[config.mk]
export PLATFORM = sky130hd
export DESIGN_NAME = murmur64a_hash
export DESIGN_NICKNAME = d
export VERILOG_FILES = /design/src/design/mm64a_pkg.sv /design/src/design/mm64a_mul.sv /design/src/design/mm64a_dp.sv /design/src/design/mm64a_ctrl.sv /design/src/design/murmur64a_hash.sv
export SDC_FILE = /design/constraint.sdc
export NUM_CORES = 2
export LEC_CHECK = 0
export BUFFER_PORTS_ARGS = -buffer_cell sky130_fd_sc_hd__buf_2
export CAP_MARGIN = 10
export CORE_MARGIN = 2
export CORE_UTILIZATION = 58
export DETAILED_ROUTE_END_ITERATION = 10
export PLACE_DENSITY = 0.82
export SLEW_MARGIN = 20
export SYNTH_ARGS = -nofsm -noshare
export SYNTH_HDL_FRONTEND = slang
export SYNTH_SLANG_ARGS = --single-unit
export TNS_END_PERCENT = 100
[constraint.sdc]
create_clock -name clk -period 11.18 [get_ports clk]
set_input_delay 2.236 -clock clk [delete_from_list [all_inputs] [get_ports clk]]
set_output_delay 2.236 -clock clk [all_outputs]
set_load 0.05 [all_outputs]
[src/design/mm64a_pkg.sv]
// package of the murmur64a hash block: constants, controller states and the
// command and status structs between controller and datapath; no dependencies
package mm64a_pkg;

	localparam logic [63:0] MIX_MUL    = 64'hC6A4A7935BD1E995;
	localparam int unsigned MIX_SHIFT  = 47;
	localparam logic [63:0] SEED_RESET = 64'h00000000BF114514;

	// last partial-product step of the shared multiplier
	localparam logic [1:0] MUL_STEP_LAST = 2'd2;

	typedef enum logic [3:0] {
		ST_IDLE,
		ST_START,
		ST_SEED_GO,
		ST_SEED_WT,
		ST_BODY,
		ST_W1_GO,
		ST_W1_WT,
		ST_W2_GO,
		ST_W2_WT,
		ST_H_GO,
		ST_H_WT,
		ST_FIN_GO,
		ST_FIN_WT,
		ST_OUT
	} state_t;

	// multiplier operand source
	typedef enum logic [1:0] {
		MSRC_LEN,
		MSRC_WORD,
		MSRC_HASH,
		MSRC_FIN
	} msrc_t;

	// running hash update
	typedef enum logic [2:0] {
		HOP_NONE,
		HOP_SEED,
		HOP_TAIL,
		HOP_XORW,
		HOP_PROD
	} hop_t;

	typedef struct packed {
		logic  accept;
		logic  mul_start;
		msrc_t msrc;
		hop_t  hop;
		logic  w_mix;
		logic  out_load;
	} cmd_t;

	typedef struct packed {
		logic mul_done;
		logic first;
		logic last;
		logic full;
		logic empty;
		logic out_free;
	} sts_t;

endpackage

[src/design/mm64a_mul.sv]
// iterative 64x64 multiply by the mix constant, low 64 bits of the product
// one 32x32 partial product per cycle; uses mm64a_pkg
module mm64a_mul (
	input  logic        clk,
	input  logic        arst_n,
	input  logic        start,
	input  logic [63:0] operand,
	output logic        done,
	output logic [63:0] product
);

	logic [63:0] x_q;
	logic [63:0] acc_q;
	logic [1:0]  step_q;
	logic        busy_q;
	logic        done_q;
	logic [31:0] mul_a;
	logic [31:0] mul_b;
	logic [63:0] pp;

	// lo*lo, then lo*hi and hi*lo into the upper half
	always_comb begin
		mul_a = x_q[31:0];
		mul_b = mm64a_pkg::MIX_MUL[31:0];
		if (step_q == 2'd1) begin
			mul_b = mm64a_pkg::MIX_MUL[63:32];
		end else if (step_q == mm64a_pkg::MUL_STEP_LAST) begin
			mul_a = x_q[63:32];
		end
	end

	assign pp = 64'(mul_a) * 64'(mul_b);

	always_ff @(posedge clk or negedge arst_n) begin
		if (!arst_n) begin
			busy_q <= 1'b0;
			done_q <= 1'b0;
			step_q <= 2'd0;
		end else begin
			done_q <= busy_q && (step_q == mm64a_pkg::MUL_STEP_LAST);
			if (start) begin
				busy_q <= 1'b1;
				step_q <= 2'd0;
			end else if (busy_q) begin
				step_q <= step_q + 2'd1;
				if (step_q == mm64a_pkg::MUL_STEP_LAST) begin
					busy_q <= 1'b0;
				end
			end
		end
	end

	always_ff @(posedge clk) begin
		if (start) begin
			x_q <= operand;
		end
		if (busy_q) begin
			if (step_q == 2'd0) begin
				acc_q <= pp;
			end else begin
				acc_q[63:32] <= acc_q[63:32] + pp[31:0];
			end
		end
	end

	assign done    = done_q;
	assign product = acc_q;

endmodule

[src/design/mm64a_dp.sv]
// datapath of the murmur64a hash block: item registers, running hash, seed,
// multiplier and output register; uses mm64a_pkg and mm64a_mul
module mm64a_dp (
	input  logic              clk,
	input  logic              arst_n,
	input  mm64a_pkg::cmd_t   cmd,
	output mm64a_pkg::sts_t   sts,
	input  logic              cfg_we,
	input  logic [63:0]       cfg_wdata,
	input  logic [63:0]       data_word,
	input  logic [3:0]        byte_count,
	input  logic              first_item,
	input  logic              last_item,
	input  logic [31:0]       total_length,
	output logic              out_valid,
	input  logic              out_ready,
	output logic [63:0]       hash_value
);

	logic [63:0] seed_q;
	logic [63:0] h_q;
	logic [63:0] w_q;
	logic [3:0]  cnt_q;
	logic        first_q;
	logic        last_q;
	logic [31:0] len_q;
	logic [63:0] out_q;
	logic        out_valid_q;
	logic [63:0] mul_op;
	logic [63:0] prod;
	logic [63:0] prod_mix;
	logic [63:0] tail_mask;
	logic        mul_done;

	mm64a_mul u_mul (
		.clk     (clk),
		.arst_n  (arst_n),
		.start   (cmd.mul_start),
		.operand (mul_op),
		.done    (mul_done),
		.product (prod)
	);

	always_comb begin
		case (cmd.msrc)
			mm64a_pkg::MSRC_LEN:  mul_op = {32'd0, len_q};
			mm64a_pkg::MSRC_WORD: mul_op = w_q;
			mm64a_pkg::MSRC_HASH: mul_op = h_q;
			mm64a_pkg::MSRC_FIN:  mul_op = h_q ^ (h_q >> mm64a_pkg::MIX_SHIFT);
			default:              mul_op = h_q;
		endcase
	end

	assign prod_mix  = prod ^ (prod >> mm64a_pkg::MIX_SHIFT);
	assign tail_mask = (64'd1 << {cnt_q[2:0], 3'b000}) - 64'd1;

	always_ff @(posedge clk or negedge arst_n) begin
		if (!arst_n) begin
			seed_q      <= mm64a_pkg::SEED_RESET;
			h_q         <= 64'd0;
			out_valid_q <= 1'b0;
		end else begin
			if (cfg_we) begin
				seed_q <= cfg_wdata;
			end
			case (cmd.hop)
				mm64a_pkg::HOP_SEED: h_q <= seed_q ^ prod;
				mm64a_pkg::HOP_TAIL: h_q <= h_q ^ (w_q & tail_mask);
				mm64a_pkg::HOP_XORW: h_q <= h_q ^ prod;
				mm64a_pkg::HOP_PROD: h_q <= prod;
				default:             h_q <= h_q;
			endcase
			if (cmd.out_load) begin
				out_valid_q <= 1'b1;
			end else if (out_ready) begin
				out_valid_q <= 1'b0;
			end
		end
	end

	always_ff @(posedge clk) begin
		if (cmd.accept) begin
			w_q     <= data_word;
			cnt_q   <= byte_count;
			first_q <= first_item;
			last_q  <= last_item;
			len_q   <= total_length;
		end else if (cmd.w_mix) begin
			w_q <= prod_mix;
		end
		if (cmd.out_load) begin
			out_q <= prod_mix;
		end
	end

	// counts of eight and above fold as a full word
	always_comb begin
		sts.mul_done = mul_done;
		sts.first    = first_q;
		sts.last     = last_q;
		sts.full     = cnt_q[3];
		sts.empty    = (cnt_q == 4'd0);
		sts.out_free = !out_valid_q || out_ready;
	end

	assign out_valid  = out_valid_q;
	assign hash_value = out_q;

endmodule

[src/design/mm64a_ctrl.sv]
// controller of the murmur64a hash block: sequences the multiplies of one item
// uses mm64a_pkg
module mm64a_ctrl (
	input  logic              clk,
	input  logic              arst_n,
	input  logic              in_valid,
	output logic              in_ready,
	input  mm64a_pkg::sts_t   sts,
	output mm64a_pkg::cmd_t   cmd
);

	mm64a_pkg::state_t state_q;
	mm64a_pkg::state_t state_d;

	always_ff @(posedge clk or negedge arst_n) begin
		if (!arst_n) begin
			state_q <= mm64a_pkg::ST_IDLE;
		end else begin
			state_q <= state_d;
		end
	end

	always_comb begin
		state_d = state_q;
		case (state_q)
			mm64a_pkg::ST_IDLE: begin
				if (in_valid) state_d = mm64a_pkg::ST_START;
			end
			mm64a_pkg::ST_START: begin
				state_d = sts.first ? mm64a_pkg::ST_SEED_GO : mm64a_pkg::ST_BODY;
			end
			mm64a_pkg::ST_SEED_GO: state_d = mm64a_pkg::ST_SEED_WT;
			mm64a_pkg::ST_SEED_WT: begin
				if (sts.mul_done) state_d = mm64a_pkg::ST_BODY;
			end
			mm64a_pkg::ST_BODY: begin
				if (sts.full) begin
					state_d = mm64a_pkg::ST_W1_GO;
				end else if (!sts.empty) begin
					state_d = mm64a_pkg::ST_H_GO;
				end else if (sts.last) begin
					state_d = mm64a_pkg::ST_FIN_GO;
				end else begin
					state_d = mm64a_pkg::ST_IDLE;
				end
			end
			mm64a_pkg::ST_W1_GO: state_d = mm64a_pkg::ST_W1_WT;
			mm64a_pkg::ST_W1_WT: begin
				if (sts.mul_done) state_d = mm64a_pkg::ST_W2_GO;
			end
			mm64a_pkg::ST_W2_GO: state_d = mm64a_pkg::ST_W2_WT;
			mm64a_pkg::ST_W2_WT: begin
				if (sts.mul_done) state_d = mm64a_pkg::ST_H_GO;
			end
			mm64a_pkg::ST_H_GO: state_d = mm64a_pkg::ST_H_WT;
			mm64a_pkg::ST_H_WT: begin
				if (sts.mul_done) begin
					state_d = sts.last ? mm64a_pkg::ST_FIN_GO : mm64a_pkg::ST_IDLE;
				end
			end
			mm64a_pkg::ST_FIN_GO: state_d = mm64a_pkg::ST_FIN_WT;
			mm64a_pkg::ST_FIN_WT: begin
				if (sts.mul_done) state_d = mm64a_pkg::ST_OUT;
			end
			mm64a_pkg::ST_OUT: begin
				if (sts.out_free) state_d = mm64a_pkg::ST_IDLE;
			end
			default: state_d = mm64a_pkg::ST_IDLE;
		endcase
	end

	always_comb begin
		in_ready      = 1'b0;
		cmd.accept    = 1'b0;
		cmd.mul_start = 1'b0;
		cmd.msrc      = mm64a_pkg::MSRC_HASH;
		cmd.hop       = mm64a_pkg::HOP_NONE;
		cmd.w_mix     = 1'b0;
		cmd.out_load  = 1'b0;
		case (state_q)
			mm64a_pkg::ST_IDLE: begin
				in_ready   = 1'b1;
				cmd.accept = in_valid;
			end
			mm64a_pkg::ST_SEED_GO: begin
				cmd.mul_start = 1'b1;
				cmd.msrc      = mm64a_pkg::MSRC_LEN;
			end
			mm64a_pkg::ST_SEED_WT: begin
				if (sts.mul_done) cmd.hop = mm64a_pkg::HOP_SEED;
			end
			mm64a_pkg::ST_BODY: begin
				if (!sts.full && !sts.empty) cmd.hop = mm64a_pkg::HOP_TAIL;
			end
			mm64a_pkg::ST_W1_GO, mm64a_pkg::ST_W2_GO: begin
				cmd.mul_start = 1'b1;
				cmd.msrc      = mm64a_pkg::MSRC_WORD;
			end
			mm64a_pkg::ST_W1_WT: begin
				cmd.w_mix = sts.mul_done;
			end
			mm64a_pkg::ST_W2_WT: begin
				if (sts.mul_done) cmd.hop = mm64a_pkg::HOP_XORW;
			end
			mm64a_pkg::ST_H_GO: begin
				cmd.mul_start = 1'b1;
				cmd.msrc      = mm64a_pkg::MSRC_HASH;
			end
			mm64a_pkg::ST_H_WT: begin
				if (sts.mul_done) cmd.hop = mm64a_pkg::HOP_PROD;
			end
			mm64a_pkg::ST_FIN_GO: begin
				cmd.mul_start = 1'b1;
				cmd.msrc      = mm64a_pkg::MSRC_FIN;
			end
			mm64a_pkg::ST_OUT: begin
				cmd.out_load = sts.out_free;
			end
			default: begin
				in_ready = 1'b0;
			end
		endcase
	end

endmodule

[src/design/murmur64a_hash.sv]
// murmur64a_hash: 64-bit word-stream hasher producing one digest per message
// every 64-bit multiply by the mix constant runs on one shared 32x32 multiplier in three
// passes; an item gets a seed multiply if first, a word premix and fold or a tail xor,
// then the hash multiply unless empty, and a finalise multiply if last; one item at a time
// reset (arst_n, asynchronous): running hash 0, seed 0xBF114514, no result pending
// depends on mm64a_pkg, mm64a_ctrl, mm64a_dp (which holds mm64a_mul)
module murmur64a_hash (
	input  logic        clk,
	input  logic        arst_n,
	// seed register write, no wait
	input  logic        cfg_we,
	input  logic [63:0] cfg_wdata,
	// message words
	input  logic        in_valid,
	output logic        in_ready,
	input  logic [63:0] data_word,
	input  logic [3:0]  byte_count,
	input  logic        first_item,
	input  logic        last_item,
	input  logic [31:0] total_length,
	// digest
	output logic        out_valid,
	input  logic        out_ready,
	output logic [63:0] hash_value
);

	// command and status between sequencer and datapath
	mm64a_pkg::cmd_t cmd;
	mm64a_pkg::sts_t sts;

	// the controller walks one item through seed, word mix, tail and finalise steps;
	// it takes a new item only from its idle state
	mm64a_ctrl u_ctrl (
		.clk      (clk),
		.arst_n   (arst_n),
		.in_valid (in_valid),
		.in_ready (in_ready),
		.sts      (sts),
		.cmd      (cmd)
	);

	// the datapath holds the running hash across items, the captured item and the
	// output register, so a finished digest can wait while the next item is taken
	mm64a_dp u_dp (
		.clk          (clk),
		.arst_n       (arst_n),
		.cmd          (cmd),
		.sts          (sts),
		.cfg_we       (cfg_we),
		.cfg_wdata    (cfg_wdata),
		.data_word    (data_word),
		.byte_count   (byte_count),
		.first_item   (first_item),
		.last_item    (last_item),
		.total_length (total_length),
		.out_valid    (out_valid),
		.out_ready    (out_ready),
		.hash_value   (hash_value)
	);

endmodule

## Word level (Yosys, flattened, before mapping)

Index checks and enable logic that the tools add are counted.

| storage, ports and cells | value |
|---|---|
| register bits after elaboration | 431 |
| output and inout bits | 66 |
| logic and storage cells | 110 |
| input port bits | 171 |

| operators by class | value |
|---|---|
| multiply operators | 1 |
| bitwise gates (word level) | 6 |
| reduce and logical (&&, ||, !) cells | 17 |
| shift-type cells | 1 |
| multiplexer cells | 37 |
| add/sub/neg operators | 3 |
| equality and inequality tests | 29 |

Operators by type and width:

| cell | count |
|---|---|
| case mux 64 bit (4 select lines) | 2 |
| XOR 64 bit | 3 |
| two-way mux 32 bit | 4 |
| two-way mux 64 bit | 2 |
| XOR 64 x 17 -> 64 bit | 2 |
| bitwise AND 64 bit | 1 |
| multiplier 32 x 32 -> 64 bit | 1 |
| left shift 1 x 6 -> 64 bit, first input constant | 1 |
| subtractor 64 x 1 -> 64 bit, second input constant | 1 |
| case mux 4 bit (14 select lines) | 1 |
| two-way mux 4 bit | 10 |
| adder 32 bit | 1 |
| equality test 4 bit, second input constant | 6 |
| case mux 3 bit (4 select lines) | 2 |
| equality test 4 x 3 -> 1 bit, second input constant | 4 |
| inequality test 2 x 1 -> 1 bit, second input constant | 6 |
| two-way mux 1 bit | 10 |
| equality test 4 x 2 -> 1 bit, second input constant | 2 |
| zero test 4 bit | 2 |
| two-way mux 2 bit | 4 |
| AND reduction 7 bit | 1 |
| equality test 2 bit, second input constant | 3 |
| equality test 3 x 2 -> 1 bit, second input constant | 2 |
| two-way mux 3 bit | 2 |
| other kinds (14) | 21 |

## Logic depth before layout (Yosys ltp)

| depth | value |
|---|---|
| depth in word-level cells | 7 |
| depth in mapped cells | 43 |

## Cells and area by module

Synthesis repeated with hierarchy kept, for this count alone.

| unflattened totals | value |
|---|---|
| cells, all modules | 4,338 |
| area total of the unflattened synthesis | 46,353.2 sq um |

By module, submodules not included:

| module | sequential area each (sq um) | cells each | instances | area each (sq um) |
|---|---|---|---|---|
| mm64a_mul | 3,943.8 | 3,021 | 1 | 30,789.5 |
| mm64a_dp | 8,230.4 | 1,241 | 1 | 14,974.4 |
| mm64a_ctrl | 100.1 | 76 | 1 | 589.3 |

## Least setup slack after synthesis

OpenSTA, ideal clock, no wires.

| timing | value |
|---|---|
| kind | register to register |
| from | register u_dp.u_mul.step_q[0] |
| to | register u_dp.u_mul.acc_q[63] (netlist: u_dp.u_mul.product[63]), data pin |
| slack | 0.666 ns |
| stages on the path, launching flop included | 41 |
| setup time | 0.270 ns |
| arrival | 10.244 ns |
| path buffers | 5 |
| cells stage by stage | dfrtp_1 inv_1 ha_1 clkbuf_1 nor2b_1 clkbuf_1 buf_2 buf_1 mux2i_1 or2_2 inv_1 ha_1 fa_1 inv_1 fa_1 fa_1 inv_1 fa_1 [... 5 more ...] ha_1 clkbuf_1 a21oi_1 o211ai_1 or3_1 o21ai_0 nor2_1 nor2_1 xnor2_1 ha_1 nand2_1 or4b_2 o21bai_1 o41ai_1 o21ai_0 xnor2_1 nor2_1 a21oi_1 |

| on the way | value |
|---|---|
| cells in the longest elaborated chain, start to end | 6 |

Ends and longest elaborated chain:

| element | line | source |
|---|---|---|
| start: declaration | mm64a_mul.sv:14 | `logic [1:0] step_q;` |
| start signal: assignment | mm64a_mul.sv:45 | `step_q <= step_q + 2'd1;` |
| equality test 2 bit | mm64a_mul.sv:27 | `end else if (step_q == mm64a_pkg::MUL_STEP_LAST) begin` |
| two-way mux 32 bit | mm64a_mul.sv:27 |  |
| two-way mux 32 bit | mm64a_mul.sv:25 | `if (step_q == 2'd1) begin` |
| multiplier 32 x 32 -> 64 bit * | mm64a_mul.sv:32 | `assign pp = 64'(mul_a) * 64'(mul_b);` |
| named net u_dp.u_mul.pp[25] | mm64a_mul.sv:19 | `logic [63:0] pp;` |
| adder 32 bit * | mm64a_mul.sv:61 | `acc_q[63:32] <= acc_q[63:32] + pp[31:0];` |
| two-way mux 32 bit * | mm64a_mul.sv:58 | `if (step_q == 2'd0) begin` |
| end signal: assignment | mm64a_mul.sv:59 | `acc_q <= pp;` |
| end signal: assignment | mm64a_mul.sv:61 |  |
| end: declaration | mm64a_mul.sv:13 | `logic [63:0] acc_q;` |

Mark *: on every way through the listed nets, which the timed path passes. The rest lies on a longest branch.
A chain may end at the register's enable or synchronous reset.

## Worst setup path after layout

Same ends and word-level chain as after synthesis.

==> flow_summary.ini <==
[detailed_routing]
drc_violation_total_after_the_first_tritonroute_iteration = 4470
ant_nets = 0
via_per_inst = 6.151
drt_wl_cell_um = 27.09
totalWireLength_um = 157600
vias = 35780
drc = 0
drt-pass1-iter-count = 7

[setup_path]
timing.reg2reg.setup_slack_ps = 720
worst_ep_required_time_ps = 11480
cp_data_arrival_time_ps = 10760
timing.critical_path.slowest_cell_delay_ps = 670
cp_slowest_cell = or4b_2
setup.worst_path.class = flip-flop to flip-flop
worst_path_dominant_cell_family = adder cells
cp.buffers_inverters = 7
startpoint_type = flip-flop
end_kind = flip-flop
path_max_fanout = 14

[logic_synthesis]
post_synthesis_net_count = 5758
area_fraction_of_the_dominant_cell_type_after_synthesis_pct = 26.43
async_reset_ff_share_pct = 31.79
synthDominantAreaCellType = fa_1
mapped_cells = 4535
synth_area_per_cell_um2 = 10.17
ys_ff_latch = 431
synth-warning-count = 0
synth_area_um2 = 46120
synth_cell_type_count = 80
portion_of_the_post_synthesis_area_used_by_sequential_elements_pct = 26.61
synth_enable_flop_cells = 294
yosys-top-cells-area = fa_1 (26%), edfxtp_1 (19%), ha_1 (12%)
yosys_most_used_dff = edfxtp_1

[floorplanning]
die_w_um = 286.0
fp.dieArea_um2 = 81790
rows = 103
initial_core_util_pct = 58.48
design.core.area_um2 = 78870
chipHeight_um = 286.0
pin_count = 237

[clock_tree]
hold_buffers = 0
clock_tree.htree_level_count = 2
clock_root_buffer = clkbuf_16
tritoncts = yes
clk_path_buf_depth = 3
cts_resized = 0
numCtsBuffers = 41
clk-insertion-delay-late_ps = 580
path_clk_slew_ps = 60
numClockSinks = 431
cts_post_setup_buffers_inserted = 0

[global_route]
grt_util_all_layers_pct = 39.26
grt_start_max_net_pins = 93
first_pass_grt_wire_length_um = 235600
gr-total-overflow = 0
grt_antenna_before_repair = 7
first_global_vias = 36370

[sta]
clock-skew-final_ps = 49.43
final_max_slew_viol_count = 0
slew_headroom_pct = 27.14
fmax_mhz = 95.62
setup_violations = 0
worst_pin_slew_ps = 1093
timing.setup.tns_ps = 0
final_period_minus_worst_setup_slack_ps = 10460
grt_setup_unrepaired = false
final_hold_viol_count = 0
final_min_period_over_clock_period_pct = 93.55

[finish]
layout-drive-gt1-share_pct = 11.40
finalNonFillerCells = 5817
final_net_count = 5955
finalInstanceArea_um2 = 50140
area_growth_syn_to_layout_pct = 8.708
postLayoutCoreUtil_pct = 63.57

[place]
gp_routability_congestion = 1.029
postPlaceCellArea_um2 = 48700
dpl.hpwl_um = 127800
place_inst = 5739
portBuffers = 236

[job]
maxCapViolCount = 0

[outcome]
outcome = finished, final reports clean

[hold_path]
min_path_type = flip-flop to flip-flop
==> synthesized netlist by cell type (all sizes together), types with 16 or more instances <==
library cell    n
edfxtp        294
and3           61
a221oi         60
o22ai          54
nand3          39
mux2           97
a22o           40
a21oi         283
a21o           59
o21ai         181
nor3b          21
xnor2          83
a31oi          34
o21a           17
buf            16
nor2b          71
xor2           60
fa            609
or2            16
a211oi         16
nand2b         18
inv           865
nand4          16
nand2         342
dfrtp         123
nor2          197
mux2i          53
nor3           83
ha            443
clkbuf        150
==> through the flow <==
stage	hold WS, ps	setup WS, ps
final	519.4	721.4
after global routing	541.5	153.1
after CTS	524.0	739.9
after detailed placement	509.9	809.0
after global placement	500.2	930.3
after floorplan	486.3	666.3
==> flip-flops by register name, summed over array words and instances (netlist names) <==
signal              cells
u_ctrl.state_q          4
u_dp.cnt_q              4
u_dp.first_q            1
u_dp.h_q               64
u_dp.hash_value        64
u_dp.last_q             1
u_dp.len_q             32
u_dp.out_valid          1
u_dp.seed_q            64
u_dp.u_mul.busy_q       1
u_dp.u_mul.done         1
u_dp.u_mul.product     64
u_dp.u_mul.step_q       2
u_dp.u_mul.x_q         64
u_dp.w_q               64
==> routing by layer <==
metal  routed length, um  GRT usage [%]
met1               60330          53.64
met5                  38              0
met2               70730          60.31
met3               17600          9.163
met4                8895          17.09
==> final timing paths <==
check,from,to,depth (start not counted)
min in group asynchronous,arst_n,u_ctrl.state_q[2]$_DFFE_PN0P_,1
hold reg to reg,u_dp.seed_q[18]$_DFFE_PN0P_,u_dp.seed_q[18]$_DFFE_PN0P_,1
setup reg to reg,u_dp.u_mul.step_q[0]$_DFFE_PN0P_,u_dp.u_mul.product[63]$_DFFE_PP_,37
setup / recovery,u_dp.u_mul.step_q[0]$_DFFE_PN0P_,u_dp.u_mul.product[63]$_DFFE_PP_,37
max in group asynchronous,arst_n,u_dp.seed_q[38]$_DFFE_PN0P_,2
hold / removal,u_dp.seed_q[18]$_DFFE_PN0P_,u_dp.seed_q[18]$_DFFE_PN0P_,1
==> layout make-up <==
cell class / instances / area, um^2
multi-input cells: 3072 / 30050
fillers: 6292 / 28730
flip-flops and latches: 431 / 12270
inverters: 866 / 3251
repair buffers: 320 / 1818
well taps: 1050 / 1314
clock buffers: 58 / 1152
clock inverters: 18 / 277.8
diodes: 2 / 5.005
==> cells by family (layout without fill, tap and decap cells) <==
logic type / after synthesis / in the layout / share of synthesized area [%]
AO/OA/AOI/OAI: 826 / 826 / 11.18
XOR/XNOR: 143 / 143 / 2.716
adder cells (fa/ha/maj): 1052 / 1052 / 38.45
buffers and inverters: 1032 / 1262 / 8.405
flip-flops: 431 / 431 / 26.61
multiplexers: 150 / 150 / 3.519
other: 0 / 2 / 0
AND/OR/NAND/NOR: 901 / 901 / 9.118
==> cells in the final DEF (no fill, tap or decap), types with 97 or more instances in the layout <==
cell / count
ha_1: 441
mux2_2: 97
fa_1: 609
inv_1: 863
o21ai_0: 173
nand2_1: 337
edfxtp_1: 294
nor2_1: 194
buf_2: 235
a21oi_1: 281
dfrtp_1: 123
Power is left out: the tool's default activity adds up to more than one toggle a clock period on the data nets, which glitch-free logic cannot reach.
